==> config.mk <==
export PLATFORM = sky130hd
export DESIGN_NAME = coverage_aa_resolve_filter_flat
export DESIGN_NICKNAME = d
export VERILOG_FILES = /design/src/rtl/caarf_pkg.sv /design/src/rtl/caarf_ifs.sv /design/src/rtl/caarf_resolve.sv /design/src/rtl/coverage_aa_resolve_filter.sv /design/src/flat_wrapper.sv
export SDC_FILE = /design/constraint.sdc
export NUM_CORES = 1
export LEC_CHECK = 0
export ABC_AREA = 1
export BUFFER_PORTS_ARGS = -buffer_cell sky130_fd_sc_hd__buf_4
export CAP_MARGIN = 20
export CORE_MARGIN = 1.5
export CORE_UTILIZATION = 55
export CTS_BUF_LIST = sky130_fd_sc_hd__clkbuf_2 sky130_fd_sc_hd__clkbuf_4 sky130_fd_sc_hd__clkbuf_8
export CTS_CLUSTER_SIZE = 28
export DETAILED_ROUTE_END_ITERATION = 12
export PLACE_DENSITY = 0.8
export SETUP_SLACK_MARGIN = 0.2
export SYNTH_ARGS = -nofsm -noshare
export SYNTH_HDL_FRONTEND = slang
export SYNTH_SLANG_ARGS = --single-unit
==> constraint.sdc <==
create_clock -name i_clk -period 16.2 [get_ports i_clk]
set_clock_uncertainty 0.1 [all_clocks]
set_input_delay 3.24 -clock i_clk [delete_from_list [all_inputs] [get_ports i_clk]]
set_output_delay 3.24 -clock i_clk [all_outputs]
set_load 0.01 [all_outputs]
==> src/rtl/caarf_pkg.sv <==
// ----------------------------------------------------------------------------
// caarf_pkg
// shared types, constants and helpers for the coverage antialias resolve
// ----------------------------------------------------------------------------
package caarf_pkg;

    localparam int unsigned TILE_WIDTH_DEF = 64;
    localparam int unsigned COLOR_W        = 16;
    localparam int unsigned COV_W          = 8;
    localparam int unsigned CHAN_W         = 8;
    localparam logic [COV_W-1:0] COV_FULL  = 8'hFF;

    // apb register map
    localparam int unsigned APB_AW         = 3;
    localparam int unsigned APB_DW         = 32;
    localparam logic [0:0]  REG_ENABLE     = 1'b0;

    // one pending resolve: centre pixel and its original neighbor taps
    typedef struct packed {
        logic [COLOR_W-1:0] centre;
        logic [COV_W-1:0]   cov;
        logic               has_l;
        logic [COLOR_W-1:0] left;
        logic               has_r;
        logic [COLOR_W-1:0] right;
        logic               last_of_run;
    } t_job;

    typedef logic [2:0][CHAN_W-1:0] t_rgb8;

    // rgb565 to 8 bits per channel by bit replication
    function automatic t_rgb8 unpack_rgb(input logic [COLOR_W-1:0] px);
        t_rgb8 ch;
        ch[0] = {px[15:11], px[15:13]};
        ch[1] = {px[10:5], px[10:9]};
        ch[2] = {px[4:0], px[4:2]};
        return ch;
    endfunction

endpackage

==> src/rtl/caarf_ifs.sv <==
// ----------------------------------------------------------------------------
// caarf channel interfaces
// valid/ready pixel input channel and resolved result channel
// ----------------------------------------------------------------------------
interface caarf_in_if;
    logic        valid;
    logic        ready;
    logic [15:0] pixel_color;
    logic [7:0]  coverage;

    modport source(output valid, pixel_color, coverage, input ready);
    modport sink(input valid, pixel_color, coverage, output ready);
endinterface

interface caarf_out_if;
    logic        valid;
    logic        ready;
    logic [15:0] resolved_color;
    logic        last_of_run;

    modport source(output valid, resolved_color, last_of_run, input ready);
    modport sink(input valid, resolved_color, last_of_run, output ready);
endinterface

==> src/rtl/caarf_resolve.sv <==
// ----------------------------------------------------------------------------
// caarf_resolve
// per-pixel blend toward the neighbor min/max, weighted by missing coverage
// ----------------------------------------------------------------------------
module caarf_resolve (
    input  caarf_pkg::t_job             i_job,
    input  logic                        i_enable,
    output logic [caarf_pkg::COLOR_W-1:0] o_color
);
    import caarf_pkg::*;

    t_rgb8              c_rgb;
    t_rgb8              l_rgb;
    t_rgb8              r_rgb;
    t_rgb8              mn;
    t_rgb8              mx;
    t_rgb8              res;
    logic [COV_W-1:0]   weight;
    logic signed [10:0] diff  [3];
    logic signed [19:0] prod  [3];
    logic signed [11:0] total [3];

    always_comb begin
        c_rgb  = unpack_rgb(i_job.centre);
        l_rgb  = unpack_rgb(i_job.left);
        r_rgb  = unpack_rgb(i_job.right);
        weight = COV_FULL - i_job.cov;
        for (int i = 0; i < 3; i++) begin
            mn[i] = c_rgb[i];
            mx[i] = c_rgb[i];
            if (i_job.has_l) begin
                if (l_rgb[i] < mn[i]) mn[i] = l_rgb[i];
                if (l_rgb[i] > mx[i]) mx[i] = l_rgb[i];
            end
            if (i_job.has_r) begin
                if (r_rgb[i] < mn[i]) mn[i] = r_rgb[i];
                if (r_rgb[i] > mx[i]) mx[i] = r_rgb[i];
            end
            diff[i]  = $signed({3'b000, mn[i]}) + $signed({3'b000, mx[i]})
                     - $signed({2'b00, c_rgb[i], 1'b0});
            prod[i]  = 20'(diff[i]) * 20'($signed({1'b0, weight}));
            // upper bits of the product are the floor shift by 8
            total[i] = $signed({4'b0000, c_rgb[i]}) + $signed(prod[i][19:8]);
            if (total[i] < 0) begin
                res[i] = '0;
            end else if (total[i] > 12'sd255) begin
                res[i] = 8'hFF;
            end else begin
                res[i] = total[i][7:0];
            end
        end
        if (!i_enable || (i_job.cov == COV_FULL)) begin
            o_color = i_job.centre;
        end else begin
            o_color = {res[0][7:3], res[1][7:2], res[2][7:3]};
        end
    end

endmodule

==> src/rtl/coverage_aa_resolve_filter.sv <==
// ----------------------------------------------------------------------------
// coverage_aa_resolve_filter
// row-streamed coverage antialias resolve with an apb enable register
// ----------------------------------------------------------------------------
// path: after the transfer of the pixel that completes it, a result passes
// through the job register, then the result register
// throughput: one pixel per cycle unless the output stalls; the row-end pixel
// holds off the next one as its two results share the single resolve unit
// reset: synchronous active-low, clears column, held pixels, pipeline valids
// and the enable register (blend off)
module coverage_aa_resolve_filter #(
    parameter int unsigned TILE_WIDTH = caarf_pkg::TILE_WIDTH_DEF
) (
    input  logic                          i_clk,
    input  logic                          i_rst_n,
    caarf_in_if.sink                      i_pix,
    caarf_out_if.source                   o_res,
    input  logic                          psel,
    input  logic                          penable,
    input  logic                          pwrite,
    input  logic [caarf_pkg::APB_AW-1:0]  paddr,
    input  logic [caarf_pkg::APB_DW-1:0]  pwdata,
    output logic [caarf_pkg::APB_DW-1:0]  prdata,
    output logic                          pready
);
    import caarf_pkg::*;

    localparam int unsigned COL_W = $clog2(TILE_WIDTH);
    localparam logic [COL_W-1:0] COL_LAST = COL_W'(TILE_WIDTH - 1);

    // configuration
    logic r_enable, n_enable;
    logic cfg_wr;

    // row state
    logic [COL_W-1:0]   r_col, n_col;
    logic [COLOR_W-1:0] r_held, n_held;
    logic [COV_W-1:0]   r_held_cov, n_held_cov;
    logic [COLOR_W-1:0] r_left, n_left;

    // job stage: slot 0 feeds the resolve unit, slot 1 holds the row-end extra
    t_job r_j0, n_j0, r_j1, n_j1;
    logic r_j0_v, n_j0_v, r_j1_v, n_j1_v;
    t_job new0, new1;

    // result register
    logic               r_out_v, n_out_v;
    logic [COLOR_W-1:0] r_out_color, n_out_color;
    logic               r_out_last, n_out_last;
    logic [COLOR_W-1:0] res_color;

    logic adv;       // slot 0 moves into the result register
    logic acc;       // input transfer this cycle
    logic col_first;
    logic col_last;

    // apb: always ready, one register at the bottom word
    assign pready = 1'b1;
    assign cfg_wr = psel && penable && pwrite && pready;
    assign prdata = (paddr[2] == REG_ENABLE) ? {{(APB_DW-1){1'b0}}, r_enable} : '0;

    always_comb begin
        n_enable = r_enable;
        if (cfg_wr && (paddr[2] == REG_ENABLE)) begin
            n_enable = pwdata[0];
        end
    end

    // handshake: a free job stage, or one that empties this cycle with no extra
    assign adv         = r_j0_v && (!r_out_v || o_res.ready);
    assign i_pix.ready = !r_j0_v || (adv && !r_j1_v);
    assign acc         = i_pix.valid && i_pix.ready;
    assign col_first   = (r_col == '0);
    assign col_last    = (r_col == COL_LAST);

    // jobs created by the incoming pixel
    always_comb begin
        // held pixel, right tap is the new pixel
        new0.centre      = r_held;
        new0.cov         = r_held_cov;
        new0.has_l       = (r_col > COL_W'(1));
        new0.left        = r_left;
        new0.has_r       = 1'b1;
        new0.right       = i_pix.pixel_color;
        new0.last_of_run = !col_last;
        // row end: the new pixel itself, no right tap
        new1.centre      = i_pix.pixel_color;
        new1.cov         = i_pix.coverage;
        new1.has_l       = 1'b1;
        new1.left        = r_held;
        new1.has_r       = 1'b0;
        new1.right       = '0;
        new1.last_of_run = 1'b1;
    end

    // row state update
    always_comb begin
        n_col      = r_col;
        n_held     = r_held;
        n_held_cov = r_held_cov;
        n_left     = r_left;
        if (acc) begin
            n_held     = i_pix.pixel_color;
            n_held_cov = i_pix.coverage;
            if (col_first) begin
                n_col = COL_W'(1);
            end else begin
                n_left = r_held;
                n_col  = col_last ? '0 : r_col + COL_W'(1);
            end
        end
    end

    // job stage
    always_comb begin
        n_j0   = r_j0;
        n_j1   = r_j1;
        n_j0_v = r_j0_v;
        n_j1_v = r_j1_v;
        if (adv && r_j1_v) begin
            n_j0   = r_j1;
            n_j0_v = 1'b1;
            n_j1_v = 1'b0;
        end else if (adv || !r_j0_v) begin
            n_j0   = new0;
            n_j1   = new1;
            n_j0_v = acc && !col_first;
            n_j1_v = acc && col_last;
        end
    end

    caarf_resolve u_resolve (
        .i_job    (r_j0),
        .i_enable (r_enable),
        .o_color  (res_color)
    );

    // result register
    always_comb begin
        n_out_v     = r_out_v;
        n_out_color = r_out_color;
        n_out_last  = r_out_last;
        if (adv) begin
            n_out_v     = 1'b1;
            n_out_color = res_color;
            n_out_last  = r_j0.last_of_run;
        end else if (o_res.ready) begin
            n_out_v = 1'b0;
        end
    end

    assign o_res.valid          = r_out_v;
    assign o_res.resolved_color = r_out_color;
    assign o_res.last_of_run    = r_out_last;

    always_ff @(posedge i_clk) begin
        if (!i_rst_n) begin
            r_enable   <= 1'b0;
            r_col      <= '0;
            r_held     <= '0;
            r_held_cov <= '0;
            r_left     <= '0;
            r_j0_v     <= 1'b0;
            r_j1_v     <= 1'b0;
            r_out_v    <= 1'b0;
        end else begin
            r_enable   <= n_enable;
            r_col      <= n_col;
            r_held     <= n_held;
            r_held_cov <= n_held_cov;
            r_left     <= n_left;
            r_j0_v     <= n_j0_v;
            r_j1_v     <= n_j1_v;
            r_out_v    <= n_out_v;
        end
    end

    // payload, no reset needed
    always_ff @(posedge i_clk) begin
        r_j0        <= n_j0;
        r_j1        <= n_j1;
        r_out_color <= n_out_color;
        r_out_last  <= n_out_last;
    end

`ifndef NO_ASSERTIONS
    // the row-end extra never waits without the job in front of it
    a_j1_needs_j0: assert property (@(posedge i_clk) disable iff (!i_rst_n)
        r_j1_v |-> r_j0_v)
        else $error("extra job pending with empty slot 0");

    // no transfer while the row-end extra is still queued
    a_j1_blocks_in: assert property (@(posedge i_clk) disable iff (!i_rst_n)
        r_j1_v |-> !i_pix.ready)
        else $error("input ready while extra job pending");

    // the job ahead of the row-end extra is never marked last
    a_j1_order: assert property (@(posedge i_clk) disable iff (!i_rst_n)
        r_j1_v |-> !r_j0.last_of_run)
        else $error("job before row-end extra flagged last");

    // a row-end transfer queues two results and wraps the column
    a_row_end: assert property (@(posedge i_clk) disable iff (!i_rst_n)
        (acc && col_last) |=> (r_j1_v && (r_col == '0)))
        else $error("row end did not queue extra result");

    // column stays inside the tile row
    a_col_range: assert property (@(posedge i_clk) disable iff (!i_rst_n)
        r_col <= COL_LAST)
        else $error("column index out of range");
`endif

endmodule
==> src/flat_wrapper.sv <==
// flat-port wrapper written by rule: the top's interface ports become plain ports
module coverage_aa_resolve_filter_flat import caarf_pkg::*;
#(
    parameter int unsigned TILE_WIDTH = caarf_pkg::TILE_WIDTH_DEF
)
  (i_clk, i_rst_n, psel, penable, pwrite, paddr, pwdata, prdata, pready, i_pix_valid, i_pix_pixel_color, i_pix_coverage, i_pix_ready, o_res_valid, o_res_resolved_color, o_res_last_of_run, o_res_ready);
  caarf_in_if i_pix_i ();
  caarf_out_if o_res_i ();
  input  logic i_clk;
  input  logic i_rst_n;
  input  logic psel;
  input  logic penable;
  input  logic pwrite;
  input  logic [caarf_pkg::APB_AW-1:0] paddr;
  input  logic [caarf_pkg::APB_DW-1:0] pwdata;
  output logic [caarf_pkg::APB_DW-1:0] prdata;
  output logic pready;
  input wire logic [$bits(i_pix_i.valid)-1:0] i_pix_valid;
  input wire logic [$bits(i_pix_i.pixel_color)-1:0] i_pix_pixel_color;
  input wire logic [$bits(i_pix_i.coverage)-1:0] i_pix_coverage;
  output wire logic [$bits(i_pix_i.ready)-1:0] i_pix_ready;
  output wire logic [$bits(o_res_i.valid)-1:0] o_res_valid;
  output wire logic [$bits(o_res_i.resolved_color)-1:0] o_res_resolved_color;
  output wire logic [$bits(o_res_i.last_of_run)-1:0] o_res_last_of_run;
  input wire logic [$bits(o_res_i.ready)-1:0] o_res_ready;
  assign i_pix_i.valid = i_pix_valid;
  assign i_pix_i.pixel_color = i_pix_pixel_color;
  assign i_pix_i.coverage = i_pix_coverage;
  assign i_pix_ready = i_pix_i.ready;
  assign o_res_valid = o_res_i.valid;
  assign o_res_resolved_color = o_res_i.resolved_color;
  assign o_res_last_of_run = o_res_i.last_of_run;
  assign o_res_i.ready = o_res_ready;
  coverage_aa_resolve_filter #(.TILE_WIDTH(TILE_WIDTH)) u_core (.i_clk(i_clk), .i_rst_n(i_rst_n), .i_pix(i_pix_i), .o_res(o_res_i), .psel(psel), .penable(penable), .pwrite(pwrite), .paddr(paddr), .pwdata(pwdata), .prdata(prdata), .pready(pready));
endmodule
==> impl_metrics.sql <==
INSERT INTO impl_metrics (metric_group, metric, value, unit) VALUES
('outcome', 'run_status', 'complete, no violations', ''),
('place', 'dp.final_hpwl', '34.7', 'mm'),
('clock_network', 'clock_pin_transition_on_the_worst_setup_and_hold_timing_paths', '0.09', 'ns'),
('die', 'core', '35500', 'um^2'),
('logic_synthesis', 'yosysTopAreaCell', 'fa_1', ''),
('sta', 'max_slew.worst_pin.slew', '1.01', 'ns'),
('worst_setup_path', 'path_max_fanout', '10', ''),
('global_routing', 'grt_antenna_before_repair', '0', ''),
('sta', 'count_of_final_max_slew_check_failures', '0', ''),
('clock_network', 'tritoncts_clock_tree', 'built', ''),
('final_layout', 'drive_gt1_frac', '0.0566', ''),
('die', 'die_w', '192', 'um'),
('worst_setup_path', 'worst_path_largest_cell_delay', '0.66', 'ns'),
('logic_synthesis', 'synth.lib_cells_used.distinct', '51', ''),
('final_layout', 'core_utilization_of_the_finished_layout', '0.588', ''),
('clock_network', 'cts_repair_resize_count', '0', ''),
('logic_synthesis', 'synthesis.area', '19700', 'um^2'),
('logic_synthesis', 'postSynthCellCount', '2470', ''),
('final_layout', 'syn_to_final_growth', '5.73', '%'),
('hold_path', 'min_path_type', 'reg -> reg', ''),
('final_layout', 'fin_nets', '2990', ''),
('sta', 'max_slew_margin', '0.328', ''),
('die', 'floorplan.die_area', '37000', 'um^2'),
('place', 'dp_cells', '2937', ''),
('logic_synthesis', 'ys_async_sr_fraction', '0', ''),
('global_routing', 'grt_pass1_wl', '73.9', 'mm'),
('route', 'detail_route.drc_violations', '0', ''),
('logic_synthesis', 'seq_area_frac_synth', '0.227', ''),
('global_routing', 'grt_start_max_net_pins', '83', ''),
('sta', 'timing.final.setup_violations', '0', ''),
('worst_setup_path', 'worst_path_most_repeated_cell', 'nand2_1', ''),
('clock_network', 'numCtsBuffers', '17', ''),
('global_routing', 'grt_pass1_vias', '15700', ''),
('sta', 'rsz0062_at_grt', 'false', ''),
('die', 'io_pins', '118', ''),
('logic_synthesis', 'synth_edf_count', '116', ''),
('clock_network', 'ctsLongestPathBuffers', '2', ''),
('clock_network', 'post_cts.repair.setup_buffers', '0', ''),
('clock_network', 'clock-sinks', '166', ''),
('die', 'core.rowCount', '69', ''),
('die', 'start_util', '0.556', ''),
('sta', 'period_share', '0.720', ''),
('worst_setup_path', 'critical_path.startpoint_type', 'register', ''),
('clock_network', 'number_of_hold_buffers_added_after_cts', '0', ''),
('route', 'wirelength', '43.2', 'mm'),
('sta', 'clock.fmax', '85.7', 'MHz'),
('global_routing', 'globalRouteTotalUtil', '0.248', ''),
('route', 'vias_per_cell', '5.35', ''),
('sta', 'final_hold_vios', '0', ''),
('route', 'first_iter_violations', '1088', ''),
('worst_setup_path', 'cpMaxStageDelayCell', 'fa_1', ''),
('sta', 'setup-tns-final', '0', 'ns'),
('route', 'ant_nets_after_route', '0', ''),
('worst_setup_path', 'cp_top_family', 'adder cells', ''),
('logic_synthesis', 'synth_top_cell_area_share', '0.211', ''),
('place', 'buffer_ports.inserted', '52', ''),
('logic_synthesis', 'dominant_cells_by_area_after_synthesis', 'fa_1, edfxtp_1, ha_1, nand2_1, inv_1', ''),
('final_layout', 'stdcell_count', '2969', ''),
('global_routing', 'grt_remaining_overflow', '0', ''),
('final_layout', 'filler_instances', '3035', ''),
('worst_setup_path', 'criticalPathCategory', 'reg -> reg', ''),
('worst_setup_path', 'end_kind', 'register', ''),
('clock_network', 'htree_num_levels', '4', ''),
('place', 'globalplace.congestion', '0.873', ''),
('logic_synthesis', 'register_bit_total_from_synthesis', '166', ''),
('worst_setup_path', 'worstPathBufferInverterCount', '7', ''),
('route', 'drt_pre_antenna_iters', '5', ''),
('route', 'wire_per_inst', '14.5', 'um'),
('worst_setup_path', 'worst_ep_required_time', '16.32', 'ns'),
('clock_network', 'insertion_delay', '0.46', 'ns'),
('route', 'vias', '15900', ''),
('logic_synthesis', 'yosys_most_used_dff', 'edfxtp_1', ''),
('sta', 'post-route-min-period', '11.66', 'ns'),
('clock_network', 'cts.root.buffer_cell', 'clkbuf_8', ''),
('final_layout', 'antenna_cells', '0', ''),
('logic_synthesis', 'synthesis.area_per_instance', '7.99', 'um^2'),
('flow_run', 'cap_viol_max_count', '0', ''),
('worst_setup_path', 'worst_ep_arrival_time', '11.78', 'ns'),
('die', 'die_y', '192', 'um'),
('logic_synthesis', 'yosys_warnings', '0', '');
[logic make-up (layout without fill, tap and decap cells)]
logic type                 count (synthesis)  count (layout)  synth area share
xor gates and xnor gates                  57              57            0.0253
DFF                                      166             166             0.227
AOI/OAI and AO/OA                        356             356            0.0985
buffers and inverters                    531             539             0.108
other                                      2              32          0.000381
adders and majority gates                430             430             0.352
and+or+nand+nor                          928             928             0.189
[routing by layer]
metal	part of all wire	track usage	up-vias
li1	-	-	7755
met1	0.45	0.336	7593
met2	0.47	0.416	468
met3	0.058	0.0333	64
met4	0.022	0.0689	0
met5	0	0	-
[registers in the layout, summed over array words and instances (netlist names)]
signal / flops
u_core.r_j0: 59
u_core.r_j1: 40
u_core.o_res.resolved_color: 16
u_core.r_held: 16
u_core.r_left: 16
u_core.r_held_cov: 8
u_core.r_col: 6
u_core.o_res.last_of_run: 1
u_core.o_res.valid: 1
u_core.r_enable: 1
u_core.r_j0_v: 1
u_core.r_j1_v: 1
[area by class of cell]
cell class	count	area (um^2)	area share
timing repair buffer	61	458	0.0220
clock buffer	21	270	0.0130
multi-input combinational	1803	13300	0.635
clock inverter	11	141	0.00678
sequential	166	4480	0.215
inverter	446	1670	0.0802
tap	461	577	0.0276
[cell usage in the layout, fill, tap and decap left out, types with 4 or more instances in the layout]
cell and instances:
conb_1 32, dfxtp_1 50, xnor2_1 25, nand4_1 13, nand3_1 66, nand3b_1 5
o21ai_0 126, clkbuf_8 18, a21oi_1 164, or2_2 12, nor2_2 4, nor3_1 7
inv_2 10, ha_1 221, o21bai_1 10, xor2_1 32, o21ai_1 8, fa_1 208
a31oi_1 9, a21oi_2 5, nand2_1 583, edfxtp_1 116, inv_1 434, nor2_1 215
o21a_1 5, nand2_2 9, o211ai_1 4, buf_4 61, a21o_1 10, clkinvlp_4 4
[synth_stat cells (8+ instances only)]
master and n:
o21ai_1 9, o21ai_0 126, buf_2 8, buf_4 32
o21bai_1 10, clkbuf_1 36, a21o_1 10, or2_2 12
inv_2 9, ha_1 221, nand2_1 583, nor2_1 218
buf_1 9, nand3_1 66, a21oi_1 164, fa_1 208
xnor2_1 25, nand4_1 13, dfxtp_1 50, a31oi_1 9
inv_1 435, nand2_2 9, xor2_1 32, edfxtp_1 116
[worst paths after layout]
| check | from | end | slack [ns] | cells after the start |
|---|---|---|---|---|
| hold reg to reg | u_core.r_held[11]$_SDFFE_PN0P_ | u_core.r_j1[29]$_DFFE_PP_ | 0.33 | 0 |
| hold / removal | u_core.r_held[11]$_SDFFE_PN0P_ | u_core.r_j1[29]$_DFFE_PP_ | 0.33 | 0 |
| setup / recovery | u_core.r_j0[46]$_DFFE_PP_ | u_core.o_res.resolved_color[3]$_DFFE_PP_ | 4.54 | 55 |
| setup reg to reg | u_core.r_j0[46]$_DFFE_PP_ | u_core.o_res.resolved_color[3]$_DFFE_PP_ | 4.54 | 55 |
[worst register-to-register path, delay by kind of cell (launching register included)]
family | cells | cell delay (ns)
adder cells (fa/ha/maj) | 10 | 4.50
AO/OA/AOI/OAI | 15 | 3.55
AND/OR/NAND/NOR | 22 | 2.15
flip-flops | 1 | 0.54
buffers and inverters | 7 | 0.50
XOR/XNOR | 1 | 0.11
[per-stage QoR]
stage                     hold slack [ns]  area, um^2  setup WS, ns
final                               0.332       20900          4.54
after global placement              0.307       20500          5.01
after CTS                           0.332       20900          4.63
after floorplan                     0.300       19800          6.29
after detailed placement            0.307       20500          4.70
after global routing                0.342       20900          3.61
Power is not shown: default switching activity piles up to over one toggle a cycle in this logic, so the estimate is an artifact.
